<file path="src/rtl/dsts_ram.sv">
// Generic single-clock RAM, one write port and one registered read port.
module dsts_ram #(
  parameter int unsigned DEPTH = 64,
  parameter int unsigned WIDTH = 36
) (
  input  logic                     clk_i,
  input  logic                     we_i,
  input  logic [$clog2(DEPTH)-1:0] waddr_i,
  input  logic [WIDTH-1:0]         wdata_i,
  input  logic                     re_i,
  input  logic [$clog2(DEPTH)-1:0] raddr_i,
  output logic [WIDTH-1:0]         rdata_o
);

  logic [WIDTH-1:0] mem_q [DEPTH];
  logic [WIDTH-1:0] rdata_q;

  always_ff @(posedge clk_i) begin
    if (we_i) begin
      mem_q[waddr_i] <= wdata_i;
    end
    if (re_i) begin
      rdata_q <= mem_q[raddr_i];
    end
  end

  assign rdata_o = rdata_q;

endmodule

</file>
<file path="config.mk">
export PLATFORM = sky130hd
export DESIGN_NAME = dsts_ram
export DESIGN_NICKNAME = d
export VERILOG_FILES = /design/src/rtl/dsts_ram.sv
export SDC_FILE = /design/constraint.sdc
export NUM_CORES = 2
export LEC_CHECK = 0
export BUFFER_PORTS_ARGS = -buffer_cell sky130_fd_sc_hd__clkbuf_2
export CAP_MARGIN = 0
export CORE_MARGIN = 4
export CORE_UTILIZATION = 50
export CTS_CLUSTER_DIAMETER = 30
export CTS_CLUSTER_SIZE = 10
export DETAILED_ROUTE_END_ITERATION = 16
export GPL_TIMING_DRIVEN = 0
export PLACE_DENSITY = 0.74
export SLEW_MARGIN = 10
export SYNTH_ARGS = -nofsm -noshare
export SYNTH_HDL_FRONTEND = slang
export SYNTH_SLANG_ARGS = --single-unit
</file>
<file path="constraint.sdc">
create_clock -name clk_i -period 3.5 [get_ports clk_i]
set_input_delay 0.175 -clock clk_i [delete_from_list [all_inputs] [get_ports clk_i]]
set_output_delay 0.175 -clock clk_i [all_outputs]
set_load 0.05 [all_outputs]
</file>
# [After elaboration in Yosys (flattened, before gate mapping)]
# Memories as Yosys holds them, arrays and structs flattened. A register that Yosys moved wholly into a read port is not among the register bits.
# Index checks and enable logic that the tools add are counted.
[word_totals] register_bits=0 ram_bits=2304 out_inout_bits=36 mem_count=1
[op_classes] n_mux=2
[memory_table] memory="mem_q" depth=64 width=36 read_ports=1 rd_clocked_by_memory_dff=1 wr=1 line="15" rtl="logic [WIDTH-1:0] mem_q [DEPTH];"
[ops] operator="$mux 1" count=2

# [Depth between registers and ports, before layout]
[logic_depth] word_depth=2 ltp_mapped=10 mapped_depth_nobuf=5

# [Worst setup path before layout]
# Ideal clock, no wire load.
[synth_timing] kind="input port to flip-flop" startpoint="in waddr_i[3]" endpoint="mem mem_q[48][0] (enable)" arrival_time_ps=3142 required_ps=3026 slack_ps=-116 cell_stages=4 cell_sequence="clkbuf_1 > nor2b_1 > nand4b_1 > nor3_1"
[synth_lines] element="start: declaration" line="8" rtl="input logic [$clog2(DEPTH)-1:0] waddr_i,"
[synth_lines] element="end: declaration" line="15"
# No word-level cell before the write port.

==> results.py <==
metrics = {
    "yosys": {
        "synth_ff_type": "edfxtp_1",
        "ys_seq_elements": 2340,
        "synth_edf_count": 2340,
        "synth_top_area_frac": 0.7955,
        "avgSynthCellArea_sq_um": 23.37,
        "synthDistinctLibCells": 36,
        "synth_largest_area_cell": "edfxtp_1",
        "synthArstFlopShare": 0,
        "yosys-top-cells-area": "edfxtp_1 80%, mux4_2 14%, o22ai_1 0.87%, mux2i_1 0.80%, a22oi_1 0.65%",
        "synth_nets": 3831,
        "ys_warn_count": 0,
        "syn_inst": 3780,
        "netlist_area_sq_um": 88330,
        "ys_seq_area_frac": 0.7955,
    },
    "cts": {
        "clockBufferDepth": 4,
        "clock_latency_ns": 0.99,
        "cts_htree_levels": 5,
        "cts_buffers": 410,
        "post_cts_buffers": 0,
        "cts_tree": "yes",
        "cts-root-buf": "clkbuf_16",
        "clkSlewWorstSetupHoldPaths_ns": 0.05,
        "clkSinkCount": 2340,
        "cts.repair.resized": 0,
    },
    "power": {
        "peakVddDrop_mv": 0.6679,
        "finalPower_w": 0.07655,
        "leakage_nw": 34.93,
        "powerDensity_nw_per_um2": 701.3,
    },
    "floorplanning": {
        "dieArea_sq_um": 183500,
        "rows": 153,
        "core_sq_um": 174800,
        "fp.dieW_um": 428.3,
        "io_pins": 87,
        "fp.dieH_um": 428.3,
        "initial_core_util": 0.5054,
    },
    "detailed_routing": {
        "drc_errors": 0,
        "drt_iter0_markers": 9263,
        "wl_mm": 285.0,
        "vias": 48840,
        "wl_per_cell_um": 40.30,
        "antenna_left": 0,
        "dr.pass1.iters": 6,
        "via_per_inst": 6.906,
    },
    "global_routing": {
        "overflow": 0,
        "grt_max_degree": 65,
        "grt_antenna_before_repair": 26,
        "grt_pass1_wl_mm": 394.8,
        "grt_pass1_vias": 49730,
        "grt_usage": 0.3089,
    },
    "layout": {
        "final_cells": 7072,
        "final_cell_mix": "2,340 x edfxtp_1, 556 x mux4_2, 417 x clkbuf_16, 126 x clkbuf_1, 123 x o22ai_1",
        "post-route-util": 0.6245,
        "seq_area_sq_um": 70270,
        "fillers": 10640,
        "multi_input_area_sq_um": 17570,
        "final_common_cell": "edfxtp_1",
        "area_growth_pct": 23.56,
        "final_net_count": 4452,
        "drive_gt1_frac": 0.3375,
        "finalInstanceArea_sq_um": 109100,
    },
    "sta": {
        "whs_ns": -0.0003939,
        "grt_setup_unrepaired": "no",
        "setup_viol": 0,
        "fin_tns_setup_ns": 0,
        "slew_viol_final": 2,
        "fmax_mhz": 288.4,
        "post-route-period-util": 0.9908,
        "slew-limit-headroom": -0.06233,
        "hold_viol_final": 1,
        "finalClockSkew_ns": 0.06667,
        "tightestPinTransition_ns": 1.579,
        "period_needed_ns": 3.468,
    },
    "critical_path": {
        "path_class": "in -> reg",
        "start_kind": "primary input",
        "r2r-start": "mem_q[6][16]$_DFFE_PP_",
        "startpoint": "raddr_i[3]",
        "worst_setup_path_end_kind": "register",
        "r2r_slack_ns": 0.56,
        "cp.arrival_ns": 4.23,
        "required_ns": 4.26,
        "ff2ff_path_depth": 5,
        "timing.rr.end": "rdata_o[16]$_DFFE_PP_",
        "crit_fanout": 10,
        "setup.worst_path.end": "rdata_o[10]$_DFFE_PP_",
    },
    "place": {
        "gp_congestion": 0.8655,
        "place_hpwl_mm": 160.9,
        "io_buffers": 78,
        "dp.cells": 6290,
        "place_area_sq_um": 94470,
    },
    "worst_hold_path": {
        "min_path_type": "in -> reg",
    },
    "run_status": {
        "violations": "negative hold slack, max-capacitance violations, max-slew violations",
        "status": "finished with violations",
    },
    "run": {
        "maxCapViolCount": 1,
    },
}
==> layer usage <==
metal  up-vias  global-route usage  share of wire
met2      4991              0.4729           0.46
met1     24940              0.3740           0.31
met5         -                   0        0.00024
li1      17780                   -              -
met4        10              0.2155          0.084
met3      1119              0.1012           0.14
==> registers in the layout, summed over array words and instances (netlist names) <==
| register | count |
|---|---|
| rdata_o | 36 |
| mem_q | 2304 |
==> critical path, cell delays in order <==
cell and delay [ns]:
clkbuf_2 0.23, buf_2 0.45, nor2_1 0.41, nand2_1 0.48
clkbuf_1 0.78, o22ai_1 0.25, nor4_1 1.03, o22a_1 0.40
==> kinds of logic after synthesis <==
logic type / share of synthesized area
compound gates: 0.02591
simple gates: 0.01558
mux: 0.1507
flops: 0.7955
buf+inv: 0.01234
==> per-stage QoR <==
| step | hold slack (ns) | worst slack (ns) |
|---|---|---|
| 3_3_place_gp | 0.7397 | -1.643 |
| 6_report | -0.0003939 | 0.03216 |
| 4_1_cts | 0.01912 | 0.2549 |
| 2_1_floorplan | 0.2739 | 0.4996 |
| 3_5_place_dp | 0.7415 | -0.5923 |
| 5_1_grt | 0.03593 | 0.3416 |
==> worst min-delay path by stage <==
stage	to	slack (ns)	startpoint	cells after the start
final	mem_q[5][13]$_DFFE_PP_	-0.0004	wdata_i[13]	1
after detailed placement	rdata_o[29]	0.74	rdata_o[29]$_DFFE_PP_	1
after global placement	rdata_o[18]	0.74	rdata_o[18]$_DFFE_PP_	1
after floorplan	mem_q[0][0]$_DFFE_PP_	0.27	wdata_i[0]	0
after global routing	mem_q[5][13]$_DFFE_PP_	0.04	wdata_i[13]	1
after CTS	mem_q[2][32]$_DFFE_PP_	0.02	wdata_i[32]	1
==> synthesized netlist by cell type (4+ instances only) <==
library cell  number
a211oi_1          42
a22oi_1           76
a31oi_1            7
and2_1             4
and3_1             8
and4_1             5
buf_1             22
buf_2             49
buf_4             42
buf_6             10
clkbuf_1          89
edfxtp_1        2340
mux2_2             7
mux2i_1           71
mux4_2           556
nand2_1           28
nand2b_1          11
nand3_1           45
nor2_1           101
nor2b_1           36
nor4_1            26
o211ai_1           7
o221ai_1          34
o22a_1            23
o22ai_1          123
==> report_power, final <==
part	total [W]	internal (W)	switching, W
Combinational	0.00345	0.00105	0.00240
Clock	0.0419	0.0277	0.0142
Sequential	0.0312	0.0311	0.0000717
==> area by class of cell <==
class,count,area share
Clock inverter,283,0.03431
Tap cell,2325,0.02665
Timing Repair Buffer,209,0.02685
Antenna cell,18,0.0004127
Buffer,212,0.01004
Multi-Input combinational cell,1228,0.1610
Clock buffer,457,0.09698
Sequential cell,2340,0.6438
==> timing repair <==
item,4_1_cts,5_1_grt
setup endpoints to repair,0,0
endpoints found under the hold margin,72,960
hold buffers,7,15
No activity file was read; power rests on OpenSTA's default activity.
