### config.mk
export PLATFORM = sky130hd
export DESIGN_NAME = dsts_out_buf
export DESIGN_NICKNAME = d
export VERILOG_FILES = /design/src/rtl/dsts_pkg.sv /design/src/rtl/dsts_out_buf.sv
export SDC_FILE = /design/constraint.sdc
export NUM_CORES = 1
export LEC_CHECK = 0
export BUFFER_PORTS_ARGS = -buffer_cell sky130_fd_sc_hd__buf_2
export CAP_MARGIN = 5
export CORE_AREA = 3 3 93 95
export DETAILED_ROUTE_END_ITERATION = 7
export DIE_AREA = 0 0 96 98
export HOLD_SLACK_MARGIN = 0.05
export MAX_ROUTING_LAYER = met4
export PLACE_DENSITY = 0.83
export RECOVER_POWER = 25
export SKIP_LAST_GASP = 1
export SYNTH_ARGS = -nofsm -noshare
export SYNTH_HDL_FRONTEND = slang
export SYNTH_SLANG_ARGS = --single-unit
### constraint.sdc
create_clock -name clk_i -period 4.1 [get_ports clk_i]
set_input_delay 0.82 -clock clk_i [delete_from_list [all_inputs] [get_ports clk_i]]
set_output_delay 0.82 -clock clk_i [all_outputs]
set_load 0.02 [all_outputs]
### src/rtl/dsts_pkg.sv
// Shared constants, field layout and types of the DDPM step temporal smoother.
package dsts_pkg;

  localparam int unsigned MAX_FRAMES      = 64;
  localparam int unsigned MAX_FRAME_ELEMS = 4096;
  localparam int unsigned SAMPLE_BITS     = 24;
  localparam int unsigned COEF_BITS       = 18;

  localparam int unsigned FRAME_W = $clog2(MAX_FRAMES);
  localparam int unsigned ELEM_W  = $clog2(MAX_FRAME_ELEMS);
  localparam int unsigned FCNT_W  = FRAME_W + 1;
  localparam int unsigned ECNT_W  = ELEM_W + 1;

  // Configuration registers
  localparam int unsigned CFG_FC_W   = 7;
  localparam int unsigned CFG_FE_W   = 13;
  localparam int unsigned WEIGHT_W   = 17;
  localparam int unsigned CFG_DATA_W = 17;
  localparam int unsigned CFG_IDX_W  = 2;
  localparam int unsigned W_ONE      = 65536;

  localparam int unsigned FC_RESET     = (16 > MAX_FRAMES) ? MAX_FRAMES : 16;
  localparam int unsigned FE_RESET     = (4096 > MAX_FRAME_ELEMS) ? MAX_FRAME_ELEMS : 4096;
  localparam int unsigned WEIGHT_RESET = 13107;

  typedef enum logic [CFG_IDX_W-1:0] {
    CFG_FRAME_COUNT = 2'd0,
    CFG_FRAME_ELEMS = 2'd1,
    CFG_WEIGHT      = 2'd2
  } cfg_idx_e;

  typedef enum logic {
    OP_LOAD   = 1'b0,
    OP_SAMPLE = 1'b1
  } opcode_e;

  // Input tdata layout, lowest field first
  localparam int unsigned IN_FRAME_LSB  = 0;
  localparam int unsigned IN_SCALE_LSB  = IN_FRAME_LSB + FRAME_W;
  localparam int unsigned IN_NCOEF_LSB  = IN_SCALE_LSB + COEF_BITS;
  localparam int unsigned IN_SAMPLE_LSB = IN_NCOEF_LSB + COEF_BITS;
  localparam int unsigned IN_NOISE_LSB  = IN_SAMPLE_LSB + SAMPLE_BITS;
  localparam int unsigned IN_FIELDS_W   = IN_NOISE_LSB + SAMPLE_BITS;
  localparam int unsigned IN_DATA_W     = ((IN_FIELDS_W + 7) / 8) * 8;

  // Output tdata layout, lowest field first
  localparam int unsigned OUT_FIELDS_W = SAMPLE_BITS + FRAME_W + ELEM_W;
  localparam int unsigned OUT_DATA_W   = ((OUT_FIELDS_W + 7) / 8) * 8;

  // Memory entries
  localparam int unsigned COEF_ENTRY_W  = 2 * COEF_BITS;
  localparam int unsigned FRAME_ENTRY_W = 2 * SAMPLE_BITS;

  typedef struct packed {
    logic                          run_end;
    logic [ELEM_W-1:0]             element;
    logic [FRAME_W-1:0]            frame;
    logic signed [SAMPLE_BITS-1:0] value;
  } result_t;

  // Stage enables from the sequencer to the datapath
  typedef struct packed {
    logic load_in;
    logic prod1;
    logic diff;
    logic prod2;
    logic cur;
    logic smooth_mul;
    logic smooth_sum;
  } dp_ctrl_t;

endpackage

### src/rtl/dsts_out_buf.sv
// Two-entry result buffer driving the master stream; takes up to two results at once.
module dsts_out_buf (
  input  logic                              clk_i,
  input  logic                              rst_ni,
  input  logic [1:0]                        push_cnt_i,
  input  dsts_pkg::result_t [1:0]           push_i,
  output logic [1:0]                        free_o,
  output logic                              m_axis_tvalid,
  input  logic                              m_axis_tready,
  output logic [dsts_pkg::OUT_DATA_W-1:0]   m_axis_tdata,
  output logic                              m_axis_tlast
);
  import dsts_pkg::*;

  result_t [1:0] slot_q, slot_d;
  logic [1:0]    cnt_q, cnt_d;
  logic          pop;

  assign pop = m_axis_tvalid && m_axis_tready;

  always_comb begin
    slot_d = slot_q;
    cnt_d  = cnt_q;
    if (pop) begin
      slot_d[0] = slot_q[1];
      cnt_d     = cnt_q - 2'd1;
    end
    if (push_cnt_i != 2'd0) begin
      slot_d[cnt_d[0]] = push_i[0];
    end
    if (push_cnt_i == 2'd2) begin
      slot_d[1] = push_i[1];
    end
    cnt_d = cnt_d + push_cnt_i;
  end

  always_ff @(posedge clk_i or negedge rst_ni) begin
    if (!rst_ni) begin
      cnt_q <= 2'd0;
    end else begin
      cnt_q <= cnt_d;
    end
  end

  always_ff @(posedge clk_i) begin
    slot_q <= slot_d;
  end

  assign free_o        = 2'd2 - cnt_q;
  assign m_axis_tvalid = (cnt_q != 2'd0);
  assign m_axis_tdata  = OUT_DATA_W'({slot_q[0].element, slot_q[0].frame, slot_q[0].value});
  assign m_axis_tlast  = slot_q[0].run_end;

endmodule
Word-level counts from Yosys, hierarchy flattened. Cells that the tools add are included. Widths: inputs -> output; s select.

Register bits: 88. Latch bits: 0. RAM bits: 0. Memory bits (read-only): 0. Input port bits: 91. Output and inout port bits: 52. Word-level logic and storage cells: 27. Memories kept: 0.

Add/sub/neg operators: 3. Multipliers: 0. Div/mod/pow operators: 0. Order comparisons: 2. Equality and inequality tests: 1. Shifts and indexed selects: 0. Mux-type cells: 7. Bitwise logic cells: 0. Reductions and logical operators: 5.

Operator list (count): $mux 43 (3); $bwmux 86 (1); $mux 86 (1); $demux 43 s1 (1); $reduce_bool 2->1 (3); $add 2x2->2 (1); $eq 2x2->1 const B (1); $logic_and 1x1->1 (2); $lt 1x2->1 const B (1); $mux 2 (1); $sub 2x1->2 const B (1); $sub 2x2->2 const A (1); $ge 1x1->1 const B (1).

Longest topological paths before layout.
Depth after elaboration: 10. Mapped depth: 9. Depth with buffers taken out: 7.

Worst setup path before layout. OpenSTA, ideal clock, no wires.

Path kind: input to register. From: input m_axis_tready. To: register slot_q[43] (netlist name) (enable). Setup time: 0.403 ns. Arrival: 2.444 ns. Required time: 3.697 ns. Path slack: 1.253 ns. Stages: 6. Path buffers: 2. Cell sequence: nand2b_4 > buf_8 > xnor2_4 > and2_1 > buf_6 > or2_1.

RTL lines: from (decl) (line dsts_out_buf.sv:9) `input logic m_axis_tready,`; to (signal assigned) (line dsts_out_buf.sv:46) `slot_q <= slot_d;`; to (decl) (line dsts_out_buf.sv:15) `result_t [1:0] slot_q, slot_d;`.

==> run summary <==
outcome: complete, no violations
Critical Path RT: 4.06 ns
synthesized instance count: 303
fin. max-slew vios: 0
maximum buffer depth of the clock tree: 2
DR WL/cell: 16.64 um
crit-path max cell delay: 0.81 ns
number of synthesized register bits: 88
Unique masters post-synth: 25
WL final: 8288 um
dominant cells by area after synthesis: edfxtp_1, dfxtp_1, mux2_1
critical path class: reg -> reg
Max Freq: 381.5 MHz
Register-to-Register Setup Slack: 1.48 ns
Cells after DPL: 482
Worst-path clk slew: 0.09 ns
post-CTS setup buffers: 0
first-pass GRT wire length: 13050 um
GRT overflow: 0
dpl ws: 1.472 ns
Placer Congestion: 0.7427
minimum clock period: 2.621 ns
clk_lat worst skew: 0.34 ns
Mapped Area: 0.004215 mm^2
initial DRC count: 74
post-synthesis average cell area: 13.91 um^2
Max transition margin: 29.63%
Die ar.: 0.009408 mm^2
Warnings, synthesis: 0
Final WS setup: 1.479 ns
drt drc: 0
Final nets: 484
Worst-Margin Slew: 1.056 ns
Clk pwr share: 18.1%
Crit. End Element: flop
post-CTS resize count: 0
initial antenna violation count: 0
GRT Overall Usage: 18.52%
CP arrival: 2.58 ns
CTS Buf Count: 9
vias post-DR: 2593
Core Area: 0.007807 mm^2
fin area: 0.004740 mm^2
Die Ht: 98 um
Rows: 32
crit path max fanout: 43
final cell count without fillers: 498
period utilization: 63.93%
Max stage delay cell, worst path: or2_2
initial core utilization: 53.99%
Post-DP Area: 0.004571 mm^2
Post-Route Setup TNS: 0 ns
hold crit path type: in -> async
Die X: 96 um
Switching Power: 1.339 mW
top cell type's share of synthesized area: 30.63%
Leak Pwr: 1.993 nW
Seq pwr share: 39.8%
vias in the first global route: 2717
DR vias/cell: 5.207
Power Dens Cells: 803.1 mW/mm^2
Switching Share: 35.17%
Ant. Diodes: 0
H-tree lvl count: 3
Clock Sinks: 88
TritonCTS clock tree: done
drt pass-1 iters: 4
dominant cell type by area after synthesis: edfxtp_1
Hold-fix buffers, CTS: 0
Final setup viols: 0
Final Hold Fails: 0
fraction of layout cells with a size suffix above 1: 40.91%
area growth from synthesis to layout: 12.44%
Final ANT Viol Nets: 0
crit-path cells: inv_1 > ha_1 > nand2b_4 > xnor2_1 > and2_2 > or2_2
I/O pin count: 143
Peak VDD IR: 538.4 uV
Startpoint Class: flop
fill cell count: 673
internal power: 2.468 mW
sequential area share after synthesis: 52.24%
RSZ-0062 raised after global routing: no
HPWL after DPL: 5544 um
CTS Root Cell: clkbuf_8
largest net degree at the start of global routing: 46
# port buffers: 136
max-cap viol count: 0
combinational power share: 42.1%
Clock Skew: 0.01225 ns
==> state kept, by name, summed over array words and instances (netlist names) <==
name	cells
m_axis_tdata	42
m_axis_tlast	1
cnt_q	2
slot_q	43
==> synthesized netlist by cell type (all sizes together) <==
master	n
mux2	86
buf	64
a22o	43
dfxtp	43
edfxtp	43
clkbuf	4
inv	4
nor2	3
dfrtp	2
ha	2
xnor2	2
a21oi	1
and2	1
conb	1
nand2b	1
nor2b	1
or2	1
xor2	1
==> cell usage in the layout (no fill, tap or decap) <==
cell type   Yosys  routed
or2_2           0       1
buf_2           4      94
buf_4          49       3
clkbuf_8        0      12
bufinv_16       0       2
dfxtp_1        43      43
conb_1          1       6
nand2b_4        1       1
edfxtp_1       43      43
a22o_1         43      43
mux2_1         43      43
xnor2_1         1       2
dfrtp_1         2       2
buf_12          0       1
nor2b_4         0       1
clkinvlp_4      0       2
nor2_1          2       2
clkbuf_1        4      42
inv_1           4       4
a21oi_1         1       1
and2_2          0       1
ha_1            2       2
xor2_1          1       1
nor2_4          1       1
mux2_2         43      43
==> cells by family after synthesis <==
logic type,count (synthesis),synth area share [%]
buffers and inverters,72,12.76
AOI/OAI and AO/OA,44,9.053
adders and majority gates,2,0.5936
other,1,0.08896
DFF,88,52.24
xor gates and xnor gates,3,1.069
muxes,86,22.97
and+or+nand+nor,7,1.217
==> area by class of cell <==
type	instances	area (um^2)	area share, %
Timing Repair Buffer	140	670.6	14.15
Tap cell	102	127.6	2.693
Clock buffer	12	165.2	3.485
Multi-Input combinational cell	148	1484	31.31
Sequential cell	88	2202	46.46
Clock inverter	4	75.07	1.584
Inverter	4	15.01	0.3168
==> critical path, delay by kind of cell, from the launching register on <==
kind,cells,cell delay (ns)
buf+inv,1,0.06
fa+ha+maj,1,0.21
simple gates,3,1.18
xor+xnor,1,0.34
flops,1,0.41
==> path summary, 6_finish.rpt <==
path                                      startpoint                       to  cells past startpoint
worst max-delay path              cnt_q[0]$_DFF_PN0_     slot_q[83]$_DFFE_PP_                      6
worst min-delay path                          rst_ni       cnt_q[0]$_DFF_PN0_                      1
worst max register to register    cnt_q[0]$_DFF_PN0_     slot_q[83]$_DFFE_PP_                      6
worst min register to register  slot_q[51]$_DFFE_PP_  m_axis_tdata[8]$_DFF_P_                      2
max in group asynchronous                     rst_ni       cnt_q[1]$_DFF_PN0_                      1
min in group clk_i              slot_q[51]$_DFFE_PP_  m_axis_tdata[8]$_DFF_P_                      2
==> per-stage QoR <==
stage	total power [mW]	hold slack [ns]	utilization, %
floorplan	3.107	0.5244	-
finish	3.806	0.2492	60.71
CTS	3.927	0.2285	61.62
global placement	3.169	0.5531	58.54
global route	4.063	0.2151	60.71
detailed placement	3.237	0.5649	58.54
==> power by group through the flow <==
stage / clock (mW) / sequential [mW] / combinational [mW]
after CTS: 0.706 / 1.52 / 1.70
after global routing: 0.754 / 1.56 / 1.75
after global placement: 0 / 1.52 / 1.65
after detailed placement: 0 / 1.54 / 1.70
after floorplan: 0 / 1.50 / 1.61
final: 0.688 / 1.52 / 1.60
==> routing by layer <==
layer | wire [um] | vias up | GRT usage [%]
met2 | 4314 | 88 | 30.70
li1 | - | 1237 | -
met1 | 3340 | 1254 | 21.39
met3 | 478 | 14 | 4.854
met5 | 0 | - | -
met4 | 155 | 0 | 6.565
Power figures use the tool's default switching activity.
